**src/assert_macros.svh**
```systemverilog
// ----------------------------------------------------------------------------
// assertion macros
// concurrent checks on clk; compiled out for synthesis
// ----------------------------------------------------------------------------
`ifndef ASSERT_MACROS_SVH
`define ASSERT_MACROS_SVH

`ifndef SYNTHESIS
// check held outside reset
`define LZWE_ASSERT(lbl, prop) \
  lbl: assert property (@(posedge clk) disable iff (rst) prop) \
    else $error("lzwe check failed");
// check held at every edge, reset included
`define LZWE_ASSERT_ALWAYS(lbl, prop) \
  lbl: assert property (@(posedge clk) prop) \
    else $error("lzwe check failed");
`else
`define LZWE_ASSERT(lbl, prop)
`define LZWE_ASSERT_ALWAYS(lbl, prop)
`endif

`endif

```
**src/lzwe_pkg.sv**
```systemverilog
// ----------------------------------------------------------------------------
// lzwe_pkg
// shared widths, register indexes and the word issue record
// ----------------------------------------------------------------------------
package lzwe_pkg;

  localparam int BYTE_W            = 8;
  localparam int WORD_W            = 16;
  localparam int OUT_WORDS_W       = 14;
  localparam int COUNT_W           = 8;
  localparam int SRC_W             = 18;
  localparam int WCOUNT_W          = 3;
  localparam int CFG_IDX_W         = 2;
  localparam int CFG_DATA_W        = 14;
  localparam int DEF_HISTORY_WORDS = 8192;

  localparam logic [BYTE_W-1:0] NEAR_TAG_RST = 8'hA7;
  localparam logic [BYTE_W-1:0] FAR_TAG_RST  = 8'hA8;

  // configuration register indexes
  typedef enum logic [CFG_IDX_W-1:0] {
    CFG_OUT_WORDS = 2'd0,
    CFG_NEAR_TAG  = 2'd1,
    CFG_FAR_TAG   = 2'd2
  } cfg_reg_t;

  // one output word on its way from the sequencer to the packer
  typedef struct packed {
    logic [OUT_WORDS_W-1:0] pos;       // history position it lands on
    logic [WORD_W-1:0]      lit;       // value when not read from history
    logic                   from_mem;  // value comes from the history read
    logic                   bad;       // unwritten source, value is zero
    logic                   over;      // copy was clamped
    logic                   last;      // last word caused by this byte
    logic                   done;      // word total reaches the target
  } issue_t;

endpackage

```
**src/lzwe_ifs.sv**
```systemverilog


interface lzwe_word_if;
  logic                          valid;
  logic                          ready;
  logic [lzwe_pkg::WORD_W-1:0]   word_a;
  logic [lzwe_pkg::WORD_W-1:0]   word_b;
  logic [lzwe_pkg::WORD_W-1:0]   word_c;
  logic [lzwe_pkg::WORD_W-1:0]   word_d;
  logic [lzwe_pkg::WCOUNT_W-1:0] word_count;
  logic                          run_end;
  logic                          stream_done;
  logic                          bad_reference;
  logic                          overrun;

  modport source (output valid, output word_a, output word_b, output word_c,
                  output word_d, output word_count, output run_end,
                  output stream_done, output bad_reference, output overrun,
                  input ready);
  modport sink   (input valid, input word_a, input word_b, input word_c,
                  input word_d, input word_count, input run_end,
                  input stream_done, input bad_reference, input overrun,
                  output ready);
endinterface

```
**src/lzwe_pack.sv**
```systemverilog
// ----------------------------------------------------------------------------
// lzwe_pack
// takes issued words into a stage register, writes them back to history and
// packs up to four into a result held in the output register
// ----------------------------------------------------------------------------
module lzwe_pack #(
  parameter int  HISTORY_WORDS = lzwe_pkg::DEF_HISTORY_WORDS,
  localparam int AW            = $clog2(HISTORY_WORDS)
) (
  input  logic                        clk,
  input  logic                        rst,
  input  logic                        iss_valid,
  output logic                        iss_ready,
  input  lzwe_pkg::issue_t            iss,
  input  logic [lzwe_pkg::WORD_W-1:0] mem_q,
  output logic                        wr_en,
  output logic [AW-1:0]               wr_addr,
  output logic [lzwe_pkg::WORD_W-1:0] wr_data,
  lzwe_word_if.source                 result
);

  localparam int WW = lzwe_pkg::WORD_W;

  logic             s1_valid;
  lzwe_pkg::issue_t s1;
  logic [WW-1:0]    grp_w [3];
  logic [1:0]       grp_cnt;
  logic             grp_bad;

  logic [WW-1:0]    word;
  logic             closes;
  logic             out_free;
  logic             consume;

  assign word     = s1.from_mem ? mem_q : s1.lit;
  assign closes   = (grp_cnt == 2'd3) || s1.last;
  assign out_free = !result.valid || result.ready;
  assign consume  = s1_valid && (!closes || out_free);
  assign iss_ready = !s1_valid || consume;

  assign wr_en   = consume;
  assign wr_addr = AW'(s1.pos);
  assign wr_data = word;

  always_ff @(posedge clk) begin
    if (rst) begin
      s1_valid     <= 1'b0;
      grp_cnt      <= '0;
      grp_bad      <= 1'b0;
      result.valid <= 1'b0;
    end else begin
      if (iss_ready) begin
        s1_valid <= iss_valid;
      end
      if (consume) begin
        if (closes) begin
          grp_cnt <= '0;
          grp_bad <= 1'b0;
        end else begin
          grp_cnt <= grp_cnt + 2'd1;
          grp_bad <= grp_bad | s1.bad;
        end
      end
      if (consume && closes) begin
        result.valid <= 1'b1;
      end else if (result.ready) begin
        result.valid <= 1'b0;
      end
    end
  end

  // payload, no reset
  always_ff @(posedge clk) begin
    if (iss_ready && iss_valid) begin
      s1 <= iss;
    end
    if (consume && !closes) begin
      grp_w[grp_cnt] <= word;
    end
    if (consume && closes) begin
      result.word_a        <= (grp_cnt == 2'd0) ? word : grp_w[0];
      result.word_b        <= (grp_cnt > 2'd1) ? grp_w[1] :
                              (grp_cnt == 2'd1) ? word : '0;
      result.word_c        <= (grp_cnt > 2'd2) ? grp_w[2] :
                              (grp_cnt == 2'd2) ? word : '0;
      result.word_d        <= (grp_cnt == 2'd3) ? word : '0;
      result.word_count    <= {1'b0, grp_cnt} + lzwe_pkg::WCOUNT_W'(1);
      result.run_end       <= s1.last;
      result.stream_done   <= s1.done;
      result.bad_reference <= grp_bad | s1.bad;
      result.overrun       <= s1.over;
    end
  end

endmodule

```
**src/flat_wrapper.sv**
```systemverilog
// flat-port wrapper written by rule: the top's interface ports become plain ports
module lzwe_pack_flat 
#(
  parameter int  HISTORY_WORDS = lzwe_pkg::DEF_HISTORY_WORDS,
  localparam int AW            = $clog2(HISTORY_WORDS)
)
  (clk, rst, iss_valid, iss_ready, iss, mem_q, wr_en, wr_addr, wr_data, result_valid, result_word_a, result_word_b, result_word_c, result_word_d, result_word_count, result_run_end, result_stream_done, result_bad_reference, result_overrun, result_ready);
  lzwe_word_if result_i ();
  input  logic clk;
  input  logic rst;
  input  logic iss_valid;
  output logic iss_ready;
  input  lzwe_pkg::issue_t iss;
  input  logic [lzwe_pkg::WORD_W-1:0] mem_q;
  output logic wr_en;
  output logic [AW-1:0] wr_addr;
  output logic [lzwe_pkg::WORD_W-1:0] wr_data;
  output wire logic [$bits(result_i.valid)-1:0] result_valid;
  output wire logic [$bits(result_i.word_a)-1:0] result_word_a;
  output wire logic [$bits(result_i.word_b)-1:0] result_word_b;
  output wire logic [$bits(result_i.word_c)-1:0] result_word_c;
  output wire logic [$bits(result_i.word_d)-1:0] result_word_d;
  output wire logic [$bits(result_i.word_count)-1:0] result_word_count;
  output wire logic [$bits(result_i.run_end)-1:0] result_run_end;
  output wire logic [$bits(result_i.stream_done)-1:0] result_stream_done;
  output wire logic [$bits(result_i.bad_reference)-1:0] result_bad_reference;
  output wire logic [$bits(result_i.overrun)-1:0] result_overrun;
  input wire logic [$bits(result_i.ready)-1:0] result_ready;
  assign result_valid = result_i.valid;
  assign result_word_a = result_i.word_a;
  assign result_word_b = result_i.word_b;
  assign result_word_c = result_i.word_c;
  assign result_word_d = result_i.word_d;
  assign result_word_count = result_i.word_count;
  assign result_run_end = result_i.run_end;
  assign result_stream_done = result_i.stream_done;
  assign result_bad_reference = result_i.bad_reference;
  assign result_overrun = result_i.overrun;
  assign result_i.ready = result_ready;
  lzwe_pack #(.HISTORY_WORDS(HISTORY_WORDS)) u_core (.clk(clk), .rst(rst), .iss_valid(iss_valid), .iss_ready(iss_ready), .iss(iss), .mem_q(mem_q), .wr_en(wr_en), .wr_addr(wr_addr), .wr_data(wr_data), .result(result_i));
endmodule
```
**config.mk**
```make
export PLATFORM = sky130hd
export DESIGN_NAME = lzwe_pack_flat
export DESIGN_NICKNAME = d
export VERILOG_FILES = /design/src/assert_macros.svh /design/src/lzwe_pkg.sv /design/src/lzwe_ifs.sv /design/src/lzwe_pack.sv /design/src/flat_wrapper.sv
export SDC_FILE = /design/constraint.sdc
export NUM_CORES = 1
export LEC_CHECK = 0
export BUFFER_PORTS_ARGS = -buffer_cell sky130_fd_sc_hd__buf_2
export CORE_MARGIN = 10
export CORE_UTILIZATION = 47
export DETAILED_ROUTE_END_ITERATION = 12
export MAX_ROUTING_LAYER = met4
export PLACE_DENSITY = 0.74
export SLEW_MARGIN = 10
export SYNTH_ARGS = -nofsm -noshare
export SYNTH_HDL_FRONTEND = slang
export SYNTH_SLANG_ARGS = --single-unit
```
**constraint.sdc**
```tcl
create_clock -name clk -period 3.95 [get_ports clk]
set_input_delay 0.79 -clock clk [delete_from_list [all_inputs] [get_ports clk]]
set_output_delay 0.79 -clock clk [all_outputs]
set_load 0.005 [all_outputs]
```
==> summary.txt, run 1 <==
Remaining antenna violation count: 0
Row count: 40
Slew Viols, Final: 0
Fin crit share: 0.7574
Clock skew: 0.007642 ns
Setup CP Type: reg -> out
Total power: 3.733 mW
Residual DRC: 0
Io pins: 158
Hold Path Class: reg -> reg
CP endpoint kind: output pin
Worst EP arrival: 2.20 ns
Slew @ Worst Pin: 0.9582 ns
Worst relative slew slack: 0.3612
Crit start category: flop
Final min period: 2.992 ns
Leak: 2.842 nW
Die X: 131.7 um
Post-Syn Area per Cell: 16.96 um^2
# setup viols final: 0
Die span in y: 131.7 um
Post-synthesis cell area: 5867 um^2
Crit Path Max Fanout: 12
Post-synth net total: 405
Core area: 12110 um^2
Ratio of cells with drive above 1 in the final layout: 0.4211
Yosys warns: 0
WP data required: 3.16 ns
Reg-to-reg slack, setup: 1.44 ns
Hold Slack: 0.4280 ns
Pre-CTS setup slack: 1.379 ns
Clk buf depth: 2
CTS root buf: clkbuf_16
Drt via density: 4.909
CTS Buf Count: 17
Clock latency on the worst-skew pair: 0.41 ns
Pwr/cell area: 509.8 nW/um^2
Starting Density: 0.4844
Layout area overhead: 24.80%
CTS tree: done
Fill cells: 959
Drt wl/cell: 18.92 um
Antenna violations before repair: 0
Vias in the first global route: 3604
Router iterations before antenna repair: 4
Status: finished clean
Final WS setup: 0.9584 ns
Setup tns final: 0 ns
Clock-pin slew on the worst setup and hold paths: 0.06 ns
Nets: 559
First-pass GRT wire length: 19960 um
PostCTS Resize Cnt: 0
Count of different cell masters after synthesis: 31
DR iter-0 viols: 224
Hold buffers post-CTS: 0
DP HPWL: 8878 um
RSZ-0062 raised after global routing: no
Antenna diodes: 0
Final hold vios: 0
Grt ovf: 0
Max frequency: 334.3 MHz
Routed WL: 12880 um
Via count: 3343
Largest net degree at the start of global routing: 35
Full die area: 17350 um^2
Post-CTS Setup Repair Bufs: 0
H-tree Lvls: 4
CTS sink cnt: 158
Flops & latches, synth: 158
Sequential share of the synthesized area: 0.8002
GPL Wtd Cong: 0.7490
IR drop worst, VDD: 304.5 uV
Gr usage total: 0.1541
Post-synthesis cell count: 346
Max Cap Viol: 0
Port buffer count: 156
## kinds of logic after synthesis
group	share of synthesized area
DFF	0.8002
buffers and inverters	0.04287
and+or+nand+nor	0.05417
adders and majority gates	0.008531
AOI/OAI and AO/OA	0.06057
muxes	0.03370
## per-stage QoR
step | std cells | util | cell area (um^2)
floorplan | 346 | - | 5869
global placement | 649 | 0.5561 | 6735
detailed placement | 649 | 0.5561 | 6735
CTS | 681 | 0.6045 | 7322
global route | 681 | 0.6045 | 7322
finish | 681 | 0.6045 | 7322
## synthesized netlist by cell type
library cell	n	area share
a21oi_1	19	0.016
or2_2	1	0.0011
and3_1	3	0.0032
ha_1	4	0.0085
mux2i_2	10	0.023
nand4b_1	1	0.0015
nor2_1	19	0.012
and2_2	5	0.0064
nand2b_1	3	0.0032
o21ai_1	1	0.00085
nor2_2	1	0.0011
buf_4	13	0.017
clkbuf_1	9	0.0058
dfxtp_1	5	0.017
nand2_1	17	0.011
and2_1	12	0.013
o21a_1	1	0.0013
a21o_1	1	0.0013
buf_6	1	0.0019
inv_2	10	0.0064
o31ai_1	2	0.0026
nor2b_1	1	0.0011
mux2i_1	6	0.010
nand3_1	1	0.00085
edfxtp_1	153	0.78
o21ai_0	17	0.015
buf_1	1	0.00064
inv_1	10	0.0064
a22o_1	16	0.024
buf_2	2	0.0017
buf_12	1	0.0034
## final cells by class
cell class / count / area, um^2 / share of cell area
Clock buffer: 25 / 475.5 / 0.06494
Clock inverter: 7 / 111.4 / 0.01521
Inverter: 20 / 75.07 / 0.01025
Multi-Input combinational cell: 141 / 929.6 / 0.1270
Sequential cell: 158 / 4695 / 0.6411
Tap cell: 168 / 210.2 / 0.02871
Timing Repair Buffer: 162 / 825.8 / 0.1128
## per-layer routing
layer | GRT usage | vias to the layer above | wire (um) | part of all wire
li1 | - | 1575 | - | -
met1 | 0.1709 | 1626 | 5269 | 0.41
met2 | 0.2489 | 125 | 6589 | 0.51
met3 | 0.05526 | 17 | 866 | 0.067
met4 | 0.06242 | 0 | 157 | 0.012
met5 | - | - | 0 | 0
## worst paths after layout
check	from	to	cells after the start
worst min-delay path	u_core.s1[2]	u_core.result.overrun	0
worst max register to register	u_core.grp_cnt[0]	u_core.result.word_a[12]	4
worst max-delay path	u_core.s1[4]	wr_data[0]	4
worst min register to register	u_core.s1[2]	u_core.result.overrun	0
## worst max-delay path: stages (launching register included)
cell and delay (ns):
edfxtp_1 0.89, buf_4 0.33, mux2i_2 0.31, inv_2 0.11
buf_2 0.14
## flip-flops by register name, indices dropped and copies added, names as in the netlist, 2 cells and up
register                  flops
u_core.result.word_a         16
u_core.result.word_d         16
u_core.s1                    21
u_core.grp_cnt                2
u_core.wr_addr               13
u_core.result.word_b         16
u_core.result.word_c         16
u_core.result.word_count      3
u_core.grp_w                 48
## power breakdown
part           switching [mW]  internal [mW]
Clock                   0.592           1.02
Sequential             0.0194           1.90
Combinational           0.117         0.0797
Total                   0.728           3.01
## layout by cell type (no fill, tap or decap), drive strengths merged, types with 3 or more instances in the layout
| cell type | n |
|---|---|
| buf | 162 |
| edfxtp | 153 |
| a22o | 16 |
| inv | 20 |
| and3 | 3 |
| clkbuf | 25 |
| clkinv | 3 |
| dfxtp | 5 |
| ha | 4 |
| a21oi | 19 |
| and2 | 17 |
| nand2 | 17 |
| mux2i | 16 |
| nand2b | 3 |
| bufinv | 3 |
| o21ai | 18 |
| nor2 | 20 |
Note: power is estimated with default switching activity, not from simulation.
==> run 2, diff against run 1 <==
CORE_UTILIZATION = 50   (was 47)
PLACE_DENSITY = 0.76   (was 0.74)
clock period = 3 ns   (was 3.95 ns; I/O delays follow)
==> summary.txt, run 2 (synthesis gave the netlist of run 1 again) <==
Fill cells: 829 (was 959)
Largest registers: u_core.grp_w (48), u_core.s1 (21) (unchanged)
Fin crit share: 0.8086
Final min period: 2.426 ns
Nets: 563 (was 559)
Switching share of total power: 0.2000 (was 0.1950)
Routed WL: 12740 um (was 12880 um)
Antenna violations before repair: 0 (unchanged)
Vias in the first global route: 3593 (was 3604)
Hold Slack: 0.3567 ns (was 0.4280 ns)
Highest-delay cell along the critical path: nor2_1 (was edfxtp_1)
Clock latency on the worst-skew pair: 0.41 ns (about the same)
WP data required: 2.40 ns (was 3.16 ns)
Die span in y: 128.3 um (was 131.7 um)
Largest net degree at the start of global routing: 35 (unchanged)
Clock-pin slew on the worst setup and hold paths: 0.06 ns (about the same)
Slew Viols, Final: 0 (unchanged)
CTS sink cnt: 158 (unchanged)
Core area: 11470 um^2 (was 12110 um^2)
Cell breakdown of the critical path: ha_1 -> nor2_1 -> o21a_1 -> buf_2 (was buf_4 -> mux2i_2 -> inv_2 -> buf_2)
Cell family with most CP delay: simple AND/OR/NAND/NOR gates (was flip-flops)
Final core area utilization: 0.6399 (was 0.6045)
Sequential power share: 0.517 (was 0.515)
Via count: 3384 (was 3343)
Starting Density: 0.5116 (was 0.4844)
Full die area: 16470 um^2 (was 17350 um^2)
Met1 Use GR: 0.1772 (was 0.1709)
Reg-to-reg slack, setup: 0.76 ns (was 1.44 ns)
Max frequency: 412.2 MHz
Status: finished clean (unchanged)
Critical Path Start: u_core.grp_cnt[0] (was u_core.s1[4])
Final hold vios: 0 (unchanged)
First-pass GRT wire length: 19290 um (was 19960 um)
# setup viols final: 0 (unchanged)
Router iterations before antenna repair: 4 (unchanged)
CTS root buf: clkbuf_16 (unchanged)
Clock skew: 0.007987 ns (was 0.007642 ns)
Max Cap Viol: 0 (unchanged)
End of the critical path: wr_en (was wr_data[0])
Residual DRC: 0 (unchanged)
Row count: 39 (was 40)
CTS tree: done (unchanged)
CP endpoint kind: output pin (unchanged)
PostCTS Resize Cnt: 0 (unchanged)
Worst hold path startpoint: iss[5] (was u_core.s1[2])
Clk buf depth: 2 (unchanged)
GRT met3 Usage: 0.06079 (was 0.05526)
Final WS setup: 0.5741 ns (was 0.9584 ns)
DP HPWL: 9127 um (was 8878 um)
Setup tns final: 0 ns (unchanged)
Remaining antenna violation count: 0 (unchanged)
Leak: 2.877 nW (was 2.842 nW)
Setup CP Type: reg -> out (unchanged)
Crit start category: flop (unchanged)
Placed cell area: 6759 um^2 (was 6735 um^2)
GR peak layer: met2 (unchanged)
Switch Pwr: 0.9763 mW (was 0.7279 mW)
Drt via density: 5.127 (was 4.909)
R2R Path Start: u_core.grp_cnt[0] (unchanged)
WP buf/inv: 1 (was 3)
Most flop-heavy register: u_core.grp_w (unchanged)
Hold buffers post-CTS: 0 (unchanged)
Clock group share of total power: 0.428 (was 0.433)
Post-route insts no fill: 660 (was 681)
Grt ovf: 0 (unchanged)
Hold Path Class: in -> reg (was reg -> reg)
R2R depth: 4 (unchanged)
Most frequent cells in the layout: 156 x buf_2, 153 x edfxtp_1, 19 x a21oi_1 (unchanged)
Crit Path Max Fanout: 8 (was 12)
Met2 usage: 0.2582 (was 0.2489)
CTS Buf Count: 17 (unchanged)
IR drop worst, VDD: 587.0 uV (was 304.5 uV)
Leading cell type in the layout, fill and taps excluded: buf_2 (unchanged)
CP Depth: 4 (unchanged)
Io pins: 158 (unchanged)
Largest register FFs: 48 (unchanged)
Port buffer count: 156 (unchanged)
Drt wl/cell: 19.30 um (was 18.92 um)
Worst relative slew slack: 0.4793 (was 0.3612)
Critical path's largest stage delay: 0.37 ns (was 0.89 ns)
Ratio of cells with drive above 1 in the final layout: 0.4352 (was 0.4211)
Layout area overhead: 25.08% (was 24.80%)
Placed Cells: 628 (was 649)
Combinational fraction of design power: 0.055 (was 0.053)
Pre-CTS setup slack: 0.7698 ns (was 1.379 ns)
FF-to-FF End: u_core.result.word_c[15] (was u_core.result.word_a[12])
Worst EP arrival: 1.83 ns (was 2.20 ns)
RSZ-0062 raised after global routing: no (unchanged)
Gr usage total: 0.1608 (was 0.1541)
DR iter-0 viols: 234 (was 224)
Pwr/cell area: 665.1 nW/um^2 (was 509.8 nW/um^2)
Die X: 128.3 um (was 131.7 um)
Antenna diodes: 0 (unchanged)
Total power: 4.881 mW (was 3.733 mW)
Final Cell Area: 7338 um^2 (was 7322 um^2)
Slew @ Worst Pin: 0.7802 ns (was 0.9582 ns)
Internal power: 3.905 mW (was 3.005 mW)
H-tree Lvls: 4 (unchanged)
Post-CTS Setup Repair Bufs: 0 (unchanged)
GPL Wtd Cong: 0.7402 (was 0.7490)
[run 2: cell count changes in the layout (fill, tap and decap cells not counted), sizes merged]
cell,previous run,this run
buf,162,166
clkbuf,25,18
clkinv,3,10
[run 2: layer usage]
metal,vias to the layer above,share of wire
met1,1654,0.40
li1,1586,-
met5,-,0
met2,130,0.50
met3,14,0.085
met4,0,0.014
[run 2: layout make-up]
class	count	area, um^2	area share
repair buffers	166	880.8	0.1200
clock inverters	14	150.1	0.02046
clock buffers	18	429.2	0.05848
flip-flops and latches	158	4695	0.6397
multi-input cells	141	929.6	0.1267
inverters	20	75.07	0.01023
well taps	143	178.9	0.02438
[run 2: how the worst min path moves through the flow]
stage	to	depth (start not counted)	slack, ns
after global routing	u_core.wr_addr[4]	1	0.34
after global placement	u_core.result.overrun	0	0.40
after detailed placement	u_core.result.overrun	0	0.41
after CTS	u_core.s1[7]	1	0.34
after floorplan	u_core.result.overrun	0	0.40
final	u_core.s1[5]	1	0.36
[run 2: power groups by stage]
stage / registers (mW) / logic [mW] / clock network (mW)
2_1_floorplan: 2.57 / 0.140 / 0
3_3_place_gp: 2.57 / 0.266 / 0
3_5_place_dp: 2.57 / 0.274 / 0
4_1_cts: 2.52 / 0.275 / 2.13
5_1_grt: 2.53 / 0.298 / 2.22
6_report: 2.52 / 0.269 / 2.09
==> run 3, diff against run 2 <==
CORE_UTILIZATION = 47   (was 50)
PLACE_DENSITY = 0.74   (was 0.76)
clock period = 2.1 ns   (was 3 ns; I/O delays follow)
==> summary.txt, run 3 (synthesis gave the netlist of run 1 again) <==
Drt wl/cell: 18.69 um (was 19.30 um)
Clk buf depth: 2 (unchanged)
CP endpoint kind: output pin (unchanged)
Router iterations before antenna repair: 4 (unchanged)
Hold Path Class: in -> reg (unchanged)
Crit Path Max Fanout: 16 (was 8)
GPL Wtd Cong: 0.7531 (was 0.7402)
Leak: 2.878 nW (was 2.877 nW)
Most flop-heavy register: u_core.grp_w (unchanged)
WP data required: 1.68 ns (was 2.40 ns)
Max Cap Viol: 0 (unchanged)
Grt ovf: 0 (unchanged)
Most frequent cells in the layout: 156 x buf_2, 153 x edfxtp_1, 19 x a21oi_1 (unchanged)
Clock latency on the worst-skew pair: 0.42 ns (was 0.41 ns)
Die span in y: 131.7 um (was 128.3 um)
Placed Cells: 657 (was 628)
Io pins: 158 (unchanged)
Residual DRC: 0 (unchanged)
Fin crit share: 0.9615
RSZ-0062 raised after global routing: yes (was no)
Cell breakdown of the critical path: buf_12 -> mux2i_2 -> inv_1 -> buf_2 (was ha_1 -> nor2_1 -> o21a_1 -> buf_2)
CTS sink cnt: 158 (unchanged)
Largest registers: u_core.grp_w (48), u_core.s1 (21) (unchanged)
CTS root buf: clkbuf_16 (unchanged)
Pwr/cell area: 928.0 nW/um^2 (was 665.1 nW/um^2)
Drt via density: 4.860 (was 5.127)
Clock-pin slew on the worst setup and hold paths: 0.06 ns (about the same)
Status: finished clean (unchanged)
Worst relative slew slack: 0.4476 (was 0.4793)
Highest-delay cell along the critical path: edfxtp_1 (was nor2_1)
Nets: 567 (was 563)
Full die area: 17350 um^2 (was 16470 um^2)
Port buffer count: 156 (unchanged)
Antenna violations before repair: 0 (unchanged)
H-tree Lvls: 4 (unchanged)
Gr usage total: 0.1538 (was 0.1608)
Final min period: 2.019 ns
CTS Buf Count: 17 (unchanged)
Largest register FFs: 48 (unchanged)
Post-CTS Setup Repair Bufs: 0 (unchanged)
Antenna diodes: 0 (unchanged)
Post-route insts no fill: 686 (was 660)
Critical path's largest stage delay: 0.37 ns (about the same)
Crit start category: flop (unchanged)
DP HPWL: 8980 um (was 9127 um)
Row count: 40 (was 39)
Final hold vios: 0 (unchanged)
Hold buffers post-CTS: 0 (unchanged)
Slew @ Worst Pin: 0.8278 ns (was 0.7802 ns)
First-pass GRT wire length: 19810 um (was 19290 um)
Layout area overhead: 27.55% (was 25.08%)
Starting Density: 0.4844 (was 0.5116)
Routed WL: 12820 um (was 12740 um)
Leading cell type in the layout, fill and taps excluded: buf_2 (unchanged)
Core area: 12110 um^2 (was 11470 um^2)
Max frequency: 495.3 MHz
Ratio of cells with drive above 1 in the final layout: 0.4595 (was 0.4352)
# setup viols final: 0 (unchanged)
Vias in the first global route: 3617 (was 3593)
CTS tree: done (unchanged)
Via count: 3334 (was 3384)
Slew Viols, Final: 0 (unchanged)
DR iter-0 viols: 220 (was 234)
Setup tns final: 0 ns (unchanged)
Clock skew: 0.01684 ns (was 0.007987 ns)
Setup CP Type: reg -> out (unchanged)
Remaining antenna violation count: 0 (unchanged)
Largest net degree at the start of global routing: 64 (was 35)
IR drop worst, VDD: 528.8 uV (was 587.0 uV)
Final core area utilization: 0.6179 (was 0.6399)
Worst EP arrival: 1.60 ns (was 1.83 ns)
Die X: 131.7 um (was 128.3 um)
## run 3: cell types whose count changed in the layout (fill, tap and decap cells not counted), moves of 2 or more
cell	change
inv_2	+3
buf_4	+3
clkbuf_1	+2
inv_1	-3
clkinv_2	-4
mux2i_4	+5
dfxtp_1	-2
dfxtp_2	+2
mux2i_1	-6
## run 3: layer usage
layer  vias to the layer above  wire (um)  part of all wire  track usage
met3                        12        809             0.063      0.05869
met2                       120       6359              0.50       0.2433
met5                         -          0                 0            -
met1                      1610       5510              0.43       0.1713
li1                       1592          -                 -            -
met4                         0        138             0.011      0.06551
## run 3: through the flow
step	setup slack (ns)	cell area [um^2]	power (mW)	hold WS, ns
after detailed placement	0.3743	6852	4.071	0.4125
after CTS	0.002501	7423	6.998	0.1572
final	0.08088	7483	6.945	0.1723
after floorplan	0.03535	5896	3.874	0.4003
after global routing	-0.01701	7483	7.203	0.1575
after global placement	0.4256	6852	4.052	0.4031
## run 3: final timing paths
check | endpoint | start | cells after the start | slack (ns)
setup / recovery | wr_data[8] | u_core.s1[4] | 4 | 0.08
hold / removal | u_core.wr_addr[7] | iss[28] | 1 | 0.17
setup reg to reg | u_core.result.word_c[6] | u_core.grp_cnt[0] | 5 | 0.37
hold reg to reg | u_core.result.overrun | u_core.s1[2] | 0 | 0.44
## run 3: layout make-up
type / instances / area, um^2
sequential: 158 / 4697
fill: 966 / 4628
multi-input combinational: 141 / 1020
timing repair buffer: 170 / 923.4
clock buffer: 20 / 436.7
tap: 168 / 210.2
clock inverter: 9 / 121.4
inverter: 20 / 75.07
## run 3: power breakdown
group	internal, mW	switching, mW
Clock	1.83	1.09
Sequential	3.58	0.0324
Combinational	0.176	0.235
Total	5.59	1.36
## run 3: what timing repair did
| item | 4_1_cts | 5_1_grt |
|---|---|---|
| setup endpoints to repair | 4 | 8 |
| endpoints found under the hold margin | 0 | 0 |
| gates resized for setup | 4 | 12 |
| pin swaps | 0 | 0 |
## run 3: critical path: cells and delay by family, from the launching register on
kind	cells	cell delay [ns]
buffers and inverters	3	0.53
flip-flops	1	0.37
multiplexers	1	0.28
