`src/assert_macros.svh`:
```
// ----------------------------------------------------------------------------
// assertion macros
// concurrent checks on clk; compiled out for synthesis
// ----------------------------------------------------------------------------
`ifndef ASSERT_MACROS_SVH
`define ASSERT_MACROS_SVH

`ifndef SYNTHESIS
// check held outside reset
`define LZWE_ASSERT(lbl, prop) \
  lbl: assert property (@(posedge clk) disable iff (rst) prop) \
    else $error("lzwe check failed");
// check held at every edge, reset included
`define LZWE_ASSERT_ALWAYS(lbl, prop) \
  lbl: assert property (@(posedge clk) prop) \
    else $error("lzwe check failed");
`else
`define LZWE_ASSERT(lbl, prop)
`define LZWE_ASSERT_ALWAYS(lbl, prop)
`endif

`endif

```
`src/lzwe_pkg.sv`:
```
// ----------------------------------------------------------------------------
// lzwe_pkg
// shared widths, register indexes and the word issue record
// ----------------------------------------------------------------------------
package lzwe_pkg;

  localparam int BYTE_W            = 8;
  localparam int WORD_W            = 16;
  localparam int OUT_WORDS_W       = 14;
  localparam int COUNT_W           = 8;
  localparam int SRC_W             = 18;
  localparam int WCOUNT_W          = 3;
  localparam int CFG_IDX_W         = 2;
  localparam int CFG_DATA_W        = 14;
  localparam int DEF_HISTORY_WORDS = 8192;

  localparam logic [BYTE_W-1:0] NEAR_TAG_RST = 8'hA7;
  localparam logic [BYTE_W-1:0] FAR_TAG_RST  = 8'hA8;

  // configuration register indexes
  typedef enum logic [CFG_IDX_W-1:0] {
    CFG_OUT_WORDS = 2'd0,
    CFG_NEAR_TAG  = 2'd1,
    CFG_FAR_TAG   = 2'd2
  } cfg_reg_t;

  // one output word on its way from the sequencer to the packer
  typedef struct packed {
    logic [OUT_WORDS_W-1:0] pos;       // history position it lands on
    logic [WORD_W-1:0]      lit;       // value when not read from history
    logic                   from_mem;  // value comes from the history read
    logic                   bad;       // unwritten source, value is zero
    logic                   over;      // copy was clamped
    logic                   last;      // last word caused by this byte
    logic                   done;      // word total reaches the target
  } issue_t;

endpackage

```
`src/lzwe_ifs.sv`:
```
// ----------------------------------------------------------------------------
// lzwe channel interfaces
// byte input channel and packed word result channel, valid/ready
// ----------------------------------------------------------------------------
interface lzwe_byte_if;
  logic                          valid;
  logic                          ready;
  logic [lzwe_pkg::BYTE_W-1:0]   in_byte;

  modport source (output valid, output in_byte, input ready);
  modport sink   (input valid, input in_byte, output ready);
endinterface


```
`src/lzwe_parse.sv`:
```
// ----------------------------------------------------------------------------
// lzwe_parse
// token parser and copy sequencer: issues one word per cycle unless the packer
// stalls, literal or history read, with the source check against the live position
// ----------------------------------------------------------------------------
module lzwe_parse #(
  parameter int  HISTORY_WORDS = lzwe_pkg::DEF_HISTORY_WORDS,
  localparam int AW            = $clog2(HISTORY_WORDS)
) (
  input  logic                             clk,
  input  logic                             rst,
  input  logic                             rearm,
  input  logic [lzwe_pkg::OUT_WORDS_W-1:0] target,
  input  logic [lzwe_pkg::BYTE_W-1:0]      near_tag,
  input  logic [lzwe_pkg::BYTE_W-1:0]      far_tag,
  lzwe_byte_if.sink                        stream,
  output logic                             iss_valid,
  input  logic                             iss_ready,
  output lzwe_pkg::issue_t                 iss,
  output logic                             rd_en,
  output logic [AW-1:0]                    rd_addr
);

  localparam int OW = lzwe_pkg::OUT_WORDS_W;
  localparam int CW = lzwe_pkg::COUNT_W;
  localparam int SW = lzwe_pkg::SRC_W;
  localparam int BW = lzwe_pkg::BYTE_W;

  typedef enum logic [2:0] {
    PH_LOW      = 3'd0,
    PH_HIGH     = 3'd1,
    PH_ESC_NEAR = 3'd2,
    PH_ESC_FAR  = 3'd3,
    PH_NEAR_OFF = 3'd4,
    PH_FAR_LO   = 3'd5,
    PH_FAR_HI   = 3'd6
  } phase_t;

  phase_t                       phase;
  logic [CW-1:0]                left;
  logic [OW-1:0]                ipos;
  logic [BW-1:0]                held_low;
  logic [BW-1:0]                held_off;
  logic [SW-1:0]                src;
  logic                         is_lit;
  logic [lzwe_pkg::WORD_W-1:0]  lit_val;
  logic                         over;

  logic                         take;
  logic                         live;
  logic [OW-1:0]                rem;
  logic                         over_c;
  logic [CW-1:0]                n_c;
  logic [SW-1:0]                near_src;
  logic [SW-1:0]                far_src;
  logic                         src_ok;
  logic                         fire;

  assign stream.ready = (left == '0);
  assign take         = stream.valid && stream.ready;
  assign live         = ipos < target;
  assign rem          = target - ipos;
  assign over_c       = {{(OW-BW){1'b0}}, held_low} > rem;
  assign n_c          = over_c ? rem[CW-1:0] : held_low;
  assign near_src     = {{(SW-OW){1'b0}}, ipos} - {{(SW-BW){1'b0}}, stream.in_byte};
  assign far_src      = {{(SW-2*BW){1'b0}}, stream.in_byte, held_off};

  // source must be non-negative and below the position this word lands on
  assign src_ok = !src[SW-1] && (src[SW-2:0] < {{(SW-1-OW){1'b0}}, ipos});

  assign iss_valid    = (left != '0);
  assign fire         = iss_valid && iss_ready;
  assign iss.pos      = ipos;
  assign iss.lit      = is_lit ? lit_val : '0;
  assign iss.from_mem = !is_lit && src_ok;
  assign iss.bad      = !is_lit && !src_ok;
  assign iss.over     = over;
  assign iss.last     = (left == CW'(1));
  assign iss.done     = (ipos + OW'(1)) == target;
  assign rd_en        = fire && !is_lit && src_ok;
  assign rd_addr      = AW'(src);

  always_ff @(posedge clk) begin
    if (rst || rearm) begin
      phase    <= PH_LOW;
      left     <= '0;
      ipos     <= '0;
      held_low <= '0;
      held_off <= '0;
    end else begin
      if (fire) begin
        left <= left - CW'(1);
        ipos <= ipos + OW'(1);
        src  <= src + SW'(1);
      end
      // bytes after the target is reached are taken and dropped
      if (take && live) begin
        case (phase)
          PH_HIGH: begin
            if (stream.in_byte == near_tag || stream.in_byte == far_tag) begin
              if (held_low == '0) begin
                phase <= (stream.in_byte == near_tag) ? PH_ESC_NEAR : PH_ESC_FAR;
              end else begin
                phase <= (stream.in_byte == near_tag) ? PH_NEAR_OFF : PH_FAR_LO;
              end
            end else begin
              left    <= CW'(1);
              is_lit  <= 1'b1;
              lit_val <= {stream.in_byte, held_low};
              over    <= 1'b0;
              phase   <= PH_LOW;
            end
          end
          PH_ESC_NEAR: begin
            left    <= CW'(1);
            is_lit  <= 1'b1;
            lit_val <= {near_tag, stream.in_byte};
            over    <= 1'b0;
            phase   <= PH_LOW;
          end
          PH_ESC_FAR: begin
            left    <= CW'(1);
            is_lit  <= 1'b1;
            lit_val <= {far_tag, stream.in_byte};
            over    <= 1'b0;
            phase   <= PH_LOW;
          end
          PH_NEAR_OFF: begin
            left   <= n_c;
            is_lit <= 1'b0;
            src    <= near_src;
            over   <= over_c;
            phase  <= PH_LOW;
          end
          PH_FAR_LO: begin
            held_off <= stream.in_byte;
            phase    <= PH_FAR_HI;
          end
          PH_FAR_HI: begin
            left   <= n_c;
            is_lit <= 1'b0;
            src    <= far_src;
            over   <= over_c;
            phase  <= PH_LOW;
          end
          default: begin
            held_low <= stream.in_byte;
            phase    <= PH_HIGH;
          end
        endcase
      end
    end
  end

endmodule

```
`src/flat_wrapper.sv`:
```
// flat-port wrapper written by rule: the top's interface ports become plain ports
module lzwe_parse_flat 
#(
  parameter int  HISTORY_WORDS = lzwe_pkg::DEF_HISTORY_WORDS,
  localparam int AW            = $clog2(HISTORY_WORDS)
)
  (clk, rst, rearm, target, near_tag, far_tag, iss_valid, iss_ready, iss, rd_en, rd_addr, stream_valid, stream_in_byte, stream_ready);
  lzwe_byte_if stream_i ();
  input  logic clk;
  input  logic rst;
  input  logic rearm;
  input  logic [lzwe_pkg::OUT_WORDS_W-1:0] target;
  input  logic [lzwe_pkg::BYTE_W-1:0] near_tag;
  input  logic [lzwe_pkg::BYTE_W-1:0] far_tag;
  output logic iss_valid;
  input  logic iss_ready;
  output lzwe_pkg::issue_t iss;
  output logic rd_en;
  output logic [AW-1:0] rd_addr;
  input wire logic [$bits(stream_i.valid)-1:0] stream_valid;
  input wire logic [$bits(stream_i.in_byte)-1:0] stream_in_byte;
  output wire logic [$bits(stream_i.ready)-1:0] stream_ready;
  assign stream_i.valid = stream_valid;
  assign stream_i.in_byte = stream_in_byte;
  assign stream_ready = stream_i.ready;
  lzwe_parse #(.HISTORY_WORDS(HISTORY_WORDS)) u_core (.clk(clk), .rst(rst), .rearm(rearm), .target(target), .near_tag(near_tag), .far_tag(far_tag), .stream(stream_i), .iss_valid(iss_valid), .iss_ready(iss_ready), .iss(iss), .rd_en(rd_en), .rd_addr(rd_addr));
endmodule
```
`config.mk`:
```
export PLATFORM = sky130hd
export DESIGN_NAME = lzwe_parse_flat
export DESIGN_NICKNAME = d
export VERILOG_FILES = /design/src/assert_macros.svh /design/src/lzwe_pkg.sv /design/src/lzwe_ifs.sv /design/src/lzwe_parse.sv /design/src/flat_wrapper.sv
export SDC_FILE = /design/constraint.sdc
export NUM_CORES = 1
export LEC_CHECK = 0
export BUFFER_PORTS_ARGS = -buffer_cell sky130_fd_sc_hd__buf_2
export CORE_ASPECT_RATIO = 1.1
export CORE_MARGIN = 1
export CORE_UTILIZATION = 45
export DETAILED_ROUTE_END_ITERATION = 12
export MAX_ROUTING_LAYER = met4
export PLACE_DENSITY_LB_ADDON = 0.3
export SLEW_MARGIN = 10
export SYNTH_ARGS = -nofsm -noshare
export SYNTH_HDL_FRONTEND = slang
export SYNTH_SLANG_ARGS = --single-unit
```
`constraint.sdc`:
```
create_clock -name clk -period 4.77 [get_ports clk]
set_clock_uncertainty 0.1 [all_clocks]
set_input_delay 0.7155 -clock clk [delete_from_list [all_inputs] [get_ports clk]]
set_output_delay 0.7155 -clock clk [all_outputs]
set_load 0.02 [all_outputs]
```
==> results.json, run 1 <==
{
  "status": "finished clean",
  "clk_latency_ps": 340,
  "insertedDiodeCount": 0,
  "routed_wl_um": 18100,
  "p_per_area_nw_per_um2": 414,
  "clock-sinks": 77,
  "dp_hpwl_um": 14000,
  "setup_viol": 0,
  "synth_fp_nets": 888,
  "hp-class": "flip-flop to flip-flop",
  "met1_usage": 0.332,
  "synth-seq-cells": 77,
  "core_area_sq_um": 13900,
  "cts_hold_buf": 0,
  "syn_area_per_cell_sq_um": 8.05,
  "fmax_ghz": 0.258,
  "drcViolationCount": 0,
  "wl_per_cell_um": 17.3,
  "slowest_delay_ps": 490,
  "cp_max_fo": 7,
  "yosys.area.top_type": "edfxtp_1",
  "io_pins": 94,
  "final_max_slew_viol_count": 0,
  "max_cap_violations": 0,
  "die_width_um": 116,
  "r2r_end": "u_core.left[2]$_SDFF_PN0_",
  "cpMostUsedCell": "or3_1",
  "rsz0062_at_grt": "false",
  "critical_path_class": "flip-flop to output port",
  "syn_inst": 796,
  "r2r_start": "u_core.ipos[1]$_SDFFE_PN0P_",
  "drive_above_1_share": 0.156,
  "path_delay_family": "simple AND/OR/NAND/NOR gates",
  "p_leak_nw": 2.86,
  "grt_pass1_vias": 5465,
  "gr-usage-all-layers": 0.259,
  "fin_nets": 948,
  "post_cts_buffers": 0,
  "grtUsageMet2": 0.425,
  "cts-htree-levels": 3,
  "endpoint_kind": "output port",
  "worstPathRequired_ps": 3950,
  "syn-cell-area_sq_um": 6410,
  "path_cells": "ha_1 -> nand3_1 -> or3_1 -> or3_1 -> o21ai_0 -> nand2_1 -> a31oi_1 -> nor4b_1 -> buf_2",
  "grt_pass1_wl_um": 28400,
  "viasPerCell": 5.65,
  "cts_buffers": 9,
  "ys_types": 58,
  "maxSlewHeadroom": 0.356,
  "hold_end": "u_core.held_off[1]$_SDFFE_PN0P_",
  "async_reset_ff_frac": 0,
  "dpl_cell_area_sq_um": 6920,
  "area_growth_syn_to_layout_pct": 13.1,
  "worstRegToRegCells": 17,
  "synth_ff_type": "dfxtp_1",
  "ir_drop_v": 0.000229,
  "synth_edf_count": 36,
  "synth.area.top_cells": "edfxtp_1 (17%), dfxtp_1 (13%), ha_1 (9.2%)",
  "dieArea_sq_um": 14700,
  "hold_ws_ps": 399,
  "worstSetupStartpointType": "flip-flop",
  "setup_ws_ps": 895,
  "r2r_slack_ps": 920,
  "fin_crit_ps": 3870,
  "gr-max-usage-layer": "met2",
  "start_util": 0.463,
  "vias": 5931,
  "synth_top_area_share": 0.169,
  "gp_congestion": 0.951,
  "clkTransAtPathRegs_ps": 70,
  "fp-row-count": 45,
  "worstHoldPathCells": 2,
  "worst_ep_arrival_time_ps": 3060,
  "drt_iter0_markers": 352,
  "ant_nets": 0,
  "min_from": "u_core.held_off[1]$_SDFFE_PN0P_",
  "cts_resized": 0,
  "cp_num_buf_inv": 1,
  "antenna_found_initial": 0,
  "io_buffers": 93,
  "dp_slack_ps": 730,
  "grtUsageMet3": 0.0327,
  "finalCritPeriodShare": 0.812,
  "dieHeight_um": 127,
  "ys_seq_area_frac": 0.297,
  "worstMarginPinSlew_ps": 967,
  "dr.pass1.iters": 5,
  "cp_slowest_cell": "dfxtp_1",
  "overflow": 0,
  "tritoncts": "built",
  "cts_buffer_depth": 2,
  "yosysWarnings": 0,
  "cts_root_buffer": "clkbuf_16",
  "final_area_sq_um": 7240,
  "finalHoldViolations": 0,
  "timing.setup.tns_ps": 0,
  "grt_start_max_net_pins": 32
}
==> layout by cell type (no fill, tap or decap), drive strengths merged, types with 20 or more instances in the layout <==
cell and n:
nand3 20, mux2i 30, nor2 99, edfxtp 36, o21ai 50, dfxtp 41
xnor2 45, buf 103, a21oi 44, inv 50, xor2 38, nor3 21
ha 47, nand2 69
==> registers in the layout (all words and copies together), names as in the netlist <==
name / cells
u_core.left: 8
u_core.lit_val: 16
u_core.held_off: 8
u_core.ipos: 14
u_core.phase: 3
u_core.src: 18
u_core.over: 1
u_core.held_low: 8
u_core.is_lit: 1
==> synth_stat cells (2+ instances only) <==
cell type / count
mux2i_1: 30
a21boi_0: 2
nor2_1: 97
or3_1: 15
inv_1: 47
nand3_1: 20
o31a_1: 2
and2_1: 17
o2111ai_1: 4
nor4_1: 15
buf_2: 7
nand4_1: 15
nand2_1: 69
nor2b_1: 4
edfxtp_1: 36
a31oi_1: 8
a211oi_1: 4
o211ai_1: 4
nand2b_1: 3
o31ai_1: 2
xnor2_1: 45
nor3b_1: 3
ha_1: 47
mux2_2: 3
o21a_1: 9
or2_2: 5
fa_1: 2
o221ai_1: 5
and3_1: 7
o21ai_0: 50
o22ai_1: 4
buf_4: 15
a21oi_1: 43
a2111oi_0: 2
dfxtp_1: 41
buf_1: 2
clkbuf_1: 30
xor2_1: 38
a311oi_1: 2
a21o_1: 4
nor3_1: 21
==> worst max path at each step <==
stage | from | endpoint | slack (ps) | cells after the start
after floorplan | target[0] | u_core.lit_val[0]$_DFFE_PP_ | 680 | 10
after global placement | target[0] | u_core.left[5]$_SDFF_PN0_ | 810 | 19
after detailed placement | target[0] | u_core.left[2]$_SDFF_PN0_ | 730 | 19
after CTS | u_core.ipos[1]$_SDFFE_PN0P_ | iss[0] | 860 | 9
after global routing | u_core.ipos[1]$_SDFFE_PN0P_ | u_core.left[5]$_SDFF_PN0_ | 620 | 17
final | u_core.ipos[1]$_SDFFE_PN0P_ | iss[0] | 900 | 9
==> where the power goes <==
group,internal (mW),switching (mW),total [mW]
registers,0.781,0.121,0.902
logic,0.516,0.826,1.34
clock network,0.461,0.293,0.755
==> layout make-up <==
type                            instances  area [sq um]
Multi-Input combinational cell        617          4060
Clock inverter                          7          97.6
Timing Repair Buffer                  103           541
Tap cell                              188           235
Sequential cell                        77          1900
Inverter                               48           180
Fill cell                            1343          6610
Clock buffer                            9           225
==> layer usage <==
| metal | share of wire | vias to the layer above |
|---|---|---|
| met4 | 0.017 | 0 |
| met5 | 0 | - |
| li1 | - | 2908 |
| met2 | 0.48 | 198 |
| met3 | 0.057 | 21 |
| met1 | 0.45 | 2804 |
==> worst min-delay path, stage by stage (launching register included) <==
cell and delay [ps]:
dfxtp_1 330, mux2i_1 60, nor2_1 70
==> logic make-up after synthesis <==
kind of cell,synth area share
multiplexers,0.0521
adder cells (fa/ha/maj),0.0980
AO/OA/AOI/OAI,0.149
buffers and inverters,0.0699
flip-flops,0.297
AND/OR/NAND/NOR,0.220
XOR/XNOR,0.113
==> per-stage QoR <==
| stage | power (mW) | instances | util |
|---|---|---|---|
| floorplan | 1.86 | 796 | - |
| global placement | 2.23 | 1033 | 0.500 |
| detailed placement | 2.24 | 1033 | 0.500 |
| CTS | 3.00 | 1049 | 0.523 |
| global route | 3.16 | 1049 | 0.523 |
| finish | 3.00 | 1049 | 0.523 |
Note: power is estimated with default switching activity, not from simulation.
==> inputs of run 2 (changes only) <==
Settings changed: ABC_AREA set to 1.
Clock period 4.77 ns to 3.71 ns, I/O delays scaled along.
==> results.json, run 2 <==
{
  "grt_pass1_wl_um": 30800,
  "timing.setup.tns_ps": 0,
  "fp-row-count": 46,
  "drive_above_1_share": 0.168,
  "worstPathRequired_ps": 3050,
  "routed_wl_um": 18900,
  "gr-usage-all-layers": 0.264,
  "yosys.area.top_type": "edfxtp_1",
  "vias": 6371,
  "r2r_slack_ps": 380,
  "worstRegToRegCells": 20,
  "worstMarginPinSlew_ps": 915,
  "async_reset_ff_frac": 0,
  "insertedDiodeCount": 0,
  "fin_crit_ps": 3350,
  "syn_area_per_cell_sq_um": 7.10,
  "synth_top_area_share": 0.161,
  "setup_ws_ps": 359,
  "setup_viol": 0,
  "synth_edf_count": 36,
  "die_width_um": 118,
  "finalCritPeriodShare": 0.903,
  "viasPerCell": 5.21,
  "grt_start_max_net_pins": 44,
  "cts_hold_buf": 0,
  "cp_max_fo": 6,
  "syn_inst": 944,
  "critical_path_class": "flip-flop to output port",
  "worstSetupStartpointType": "flip-flop",
  "r2r_start": "u_core.ipos[1]$_SDFFE_PN0P_",
  "dp_hpwl_um": 15000,
  "dieArea_sq_um": 15400,
  "multi_input_area_sq_um": 4020,
  "syn-cell-area_sq_um": 6700,
  "hp-class": "flip-flop to flip-flop",
  "start_util": 0.462,
  "ys_types": 51,
  "tritoncts": "built",
  "clk_latency_ps": 350,
  "max_cap_violations": 0,
  "ir_drop_v": 0.000392,
  "drcViolationCount": 0,
  "rsz0062_at_grt": "false",
  "yosysMostFrequentCell": "nand2_1",
  "final_max_slew_viol_count": 0,
  "min_from": "u_core.held_off[2]$_SDFFE_PN0P_",
  "wl_per_cell_um": 15.4,
  "cts_root_buffer": "clkbuf_16",
  "yosysWarnings": 0,
  "gp_congestion": 1.04,
  "area_growth_syn_to_layout_pct": 13.5,
  "finalHoldViolations": 0,
  "p_per_area_nw_per_um2": 465,
  "final_common_cell": "nand2_1",
  "dp_slack_ps": 259,
  "dr.pass1.iters": 5,
  "hold_ws_ps": 354,
  "hold_end": "u_core.held_off[2]$_SDFFE_PN0P_",
  "synth-seq-cells": 77,
  "cts_buffer_depth": 2,
  "cts_resized": 0,
  "ant_nets": 0,
  "grt_pass1_vias": 5927,
  "status": "finished clean",
  "synth.area.top_cells": "edfxtp_1 (16%), dfxtp_1 (12%), nand2_1 (12%)",
  "io_buffers": 93,
  "regMostFlops": "u_core.src",
  "p_leak_nw": 3.52,
  "endpoint_kind": "output port",
  "fmax_ghz": 0.298,
  "clock-sinks": 77,
  "synth_fp_nets": 1036,
  "dieHeight_um": 130,
  "drt_iter0_markers": 549,
  "antenna_found_initial": 0,
  "clkTransAtPathRegs_ps": 70,
  "fill_cells": 1487,
  "synth_ff_type": "dfxtp_1",
  "overflow": 0,
  "reg_top3": "u_core.src: 18 flops, u_core.lit_val: 16 flops, u_core.ipos: 14 flops",
  "maxSlewHeadroom": 0.385,
  "layout.area.seq_sq_um": 1900,
  "cts-htree-levels": 3,
  "ys_seq_area_frac": 0.284,
  "cts_buffers": 9,
  "r2r_end": "u_core.left[2]$_SDFF_PN0_",
  "worst_ep_arrival_time_ps": 2690,
  "core_area_sq_um": 14500,
  "io_pins": 94,
  "worstHoldPathCells": 2,
  "post_cts_buffers": 0,
  "fin_nets": 1118,
  "synth_top_cells_by_count": "nand2_1 (209), inv_1 (147), o21ai_0 (62)",
  "largest_reg_flops": 18,
  "final_cell_mix": "nand2_1 (209), inv_1 (147), buf_2 (93), o21ai_0 (62), a21oi_1 (59)"
}
[run 2: area by class of cell]
class | instances | area share
Clock buffer | 9 | 0.0296
Clock inverter | 7 | 0.00855
Inverter | 154 | 0.0768
Multi-Input combinational cell | 677 | 0.528
Sequential cell | 77 | 0.250
Tap cell | 192 | 0.0316
Timing Repair Buffer | 107 | 0.0750
[run 2: layer usage]
layer  track usage  wire length [um]
met1         0.341              8590
met2         0.429              8870
met3        0.0319               941
met4        0.0905               454
met5             -                 0
[run 2: critical path, stage by stage (launching register included)]
cell     delay (ps)
dfxtp_1         500
inv_1           200
ha_1            240
a21oi_1         150
nor2_1           60
nor4_1          350
nor2_1          100
o21ai_0         160
nand2_1          70
nand2_1          60
nand2_1         150
nor2_1          140
buf_2           170
[run 2: logic make-up (layout without fill, tap and decap cells)]
| family | after synthesis | in the layout | share of synthesized area |
|---|---|---|---|
| AO/OA/AOI/OAI | 166 | 166 | 0.140 |
| flip-flops | 77 | 77 | 0.284 |
| buffers and inverters | 190 | 277 | 0.119 |
| adder cells (fa/ha/maj) | 49 | 49 | 0.0937 |
| XOR/XNOR | 62 | 62 | 0.0831 |
| AND/OR/NAND/NOR | 400 | 400 | 0.281 |
[run 2: power breakdown]
part	total (mW)	internal (mW)	switching, mW
registers	1.06	0.969	0.0884
logic	1.60	0.540	1.06
clock network	0.875	0.470	0.405
[run 2: stage by stage]
step	area [sq um]	util	total power, mW	cells
after detailed placement	7320	0.504	2.65	1207
after global placement	7320	0.504	2.65	1207
after global routing	7610	0.524	3.78	1223
after floorplan	6700	-	2.24	944
final	7610	0.524	3.53	1223
after CTS	7610	0.524	3.52	1223
[run 2: worst max-delay path by stage]
stage	startpoint	to	slack, ps	depth (start not counted)
5_1_grt	u_core.ipos[1]$_SDFFE_PN0P_	u_core.left[1]$_SDFF_PN0_	40	20
3_3_place_gp	target[0]	u_core.left[4]$_SDFF_PN0_	310	22
2_1_floorplan	u_core.ipos[10]$_SDFFE_PN0P_	u_core.lit_val[0]$_DFFE_PP_	60	13
3_5_place_dp	target[0]	u_core.left[5]$_SDFF_PN0_	260	22
6_report	u_core.ipos[1]$_SDFFE_PN0P_	rd_en	360	12
4_1_cts	u_core.ipos[1]$_SDFFE_PN0P_	rd_en	380	12
==> inputs of run 3 (changes only) <==
Settings changed: BUFFER_PORTS_ARGS -buffer_cell sky130_fd_sc_hd__buf_2 to -buffer_cell sky130_fd_sc_hd__buf_4, CORE_MARGIN 1 to unset.
==> results.json, run 3 (synthesized netlist as in run 2, its figures left out) <==
{
  "insertedDiodeCount": 0,
  "timing.setup.tns_ps": 0,
  "reg_top3": "u_core.src: 18 flops, u_core.lit_val: 16 flops, u_core.ipos: 14 flops",
  "fmax_ghz": 0.298,
  "cts-htree-levels": 3,
  "dr.pass1.iters": 5,
  "area_growth_syn_to_layout_pct": 16.9,
  "drcViolationCount": 0,
  "finish.utilization": 0.540,
  "setup_viol": 0,
  "clk_latency_ps": 340,
  "cts_buffers": 9,
  "core_area_sq_um": 14500,
  "fin_nets": 1118,
  "die_width_um": 118,
  "dp_hpwl_um": 15100,
  "final_max_slew_viol_count": 0,
  "final_cell_mix": "nand2_1 (209), inv_1 (147), buf_4 (107), o21ai_0 (62), a21oi_1 (59)",
  "maxSlewHeadroom": 0.376,
  "grt_start_max_net_pins": 44,
  "cts_hold_buf": 0,
  "grt_pass1_vias": 5978,
  "clkTransAtPathRegs_ps": 70,
  "status": "finished clean",
  "fp-row-count": 46,
  "gr-usage-all-layers": 0.259,
  "cts_resized": 0,
  "drt_iter0_markers": 538,
  "critical_path_class": "flip-flop to output port",
  "worstMarginPinSlew_ps": 929,
  "worst_ep_arrival_time_ps": 2700,
  "p_per_area_nw_per_um2": 454,
  "ant_nets": 0,
  "antenna_found_initial": 0,
  "dieHeight_um": 130,
  "tritoncts": "built",
  "drive_above_1_share": 0.168,
  "fill_cells": 1458,
  "gp_congestion": 1.01,
  "vias": 6492,
  "worstSetupStartpointType": "flip-flop",
  "fin_crit_ps": 3360,
  "hp-class": "flip-flop to flip-flop",
  "start_util": 0.462,
  "worstPathRequired_ps": 3050,
  "io_buffers": 93,
  "grt_pass1_wl_um": 30000,
  "finalCritPeriodShare": 0.905,
  "endpoint_kind": "output port",
  "max_cap_violations": 0,
  "overflow": 0,
  "finalHoldViolations": 0,
  "wl_per_cell_um": 15.4,
  "io_pins": 94,
  "largest_reg_flops": 18,
  "cp_max_fo": 6,
  "cts_buffer_depth": 2,
  "dieArea_sq_um": 15400,
  "regMostFlops": "u_core.src",
  "clock-sinks": 77,
  "ir_drop_v": 0.000373,
  "final_common_cell": "nand2_1",
  "cts_root_buffer": "clkbuf_16",
  "viasPerCell": 5.31,
  "rsz0062_at_grt": "false",
  "routed_wl_um": 18900,
  "layout.area.seq_sq_um": 1900,
  "multi_input_area_sq_um": 4020,
  "post_cts_buffers": 0,
  "p_leak_nw": 3.59
}
[run 3: changes by cell type in the layout (fill, tap and decap cells not counted)]
cell / change
buf_2: -93
buf_4: +93
[run 3: cell type report]
type | instances | area share
clock buffer | 9 | 0.0287
clock inverter | 7 | 0.00830
inverter | 154 | 0.0745
multi-input combinational | 677 | 0.513
sequential | 77 | 0.243
tap | 192 | 0.0306
timing repair buffer | 107 | 0.102
[run 3: worst paths after layout]
path | start | to | slack (ps) | depth (start not counted)
max | u_core.ipos[1]$_SDFFE_PN0P_ | iss[4] | 350 | 12
min | u_core.held_off[2]$_SDFFE_PN0P_ | u_core.held_off[2]$_SDFFE_PN0P_ | 360 | 2
max reg2reg | u_core.ipos[4]$_SDFFE_PN0P_ | u_core.left[5]$_SDFF_PN0_ | 460 | 20
min reg2reg | u_core.held_off[2]$_SDFFE_PN0P_ | u_core.held_off[2]$_SDFFE_PN0P_ | 360 | 2
[run 3: through the flow]
step | hold slack, ps | instances | worst slack (ps) | area, sq um | power [mW]
final | 358 | 1223 | 352 | 7840 | 3.56
after global routing | 373 | 1223 | 62.1 | 7840 | 3.81
after CTS | 352 | 1223 | 417 | 7840 | 3.56
after detailed placement | 343 | 1207 | 272 | 7550 | 2.70
after global placement | 336 | 1207 | 347 | 7550 | 2.68
after floorplan | 324 | 944 | 56.4 | 6700 | 2.24
[run 3: power breakdown]
part | internal [mW] | switching [mW] | leakage (nW) | total [mW]
Combinational | 0.584 | 1.05 | 2.79 | 1.64
Sequential | 0.969 | 0.0914 | 0.660 | 1.06
Clock | 0.470 | 0.393 | 0.140 | 0.862
[run 3: per-layer routing]
layer / part of all wire / GRT usage / vias to the layer above / routed length, um
li1: - / - / 3253 / -
met3: 0.048 / 0.0284 / 46 / 915
met1: 0.45 / 0.328 / 2971 / 8500
met4: 0.042 / 0.130 / 0 / 796
met2: 0.46 / 0.414 / 222 / 8660
met5: 0 / - / - / 0
[run 3: worst max-delay path, stage by stage, from the launching register on]
cell and delay, ps:
dfxtp_1 480, inv_1 210, ha_1 240, a21oi_1 140, nor2_1 60, nor4_1 370, nor2_1 100, o21ai_0 160
nand2_1 70, nand2_1 50, nand2_1 170, nor2_1 150, buf_4 160
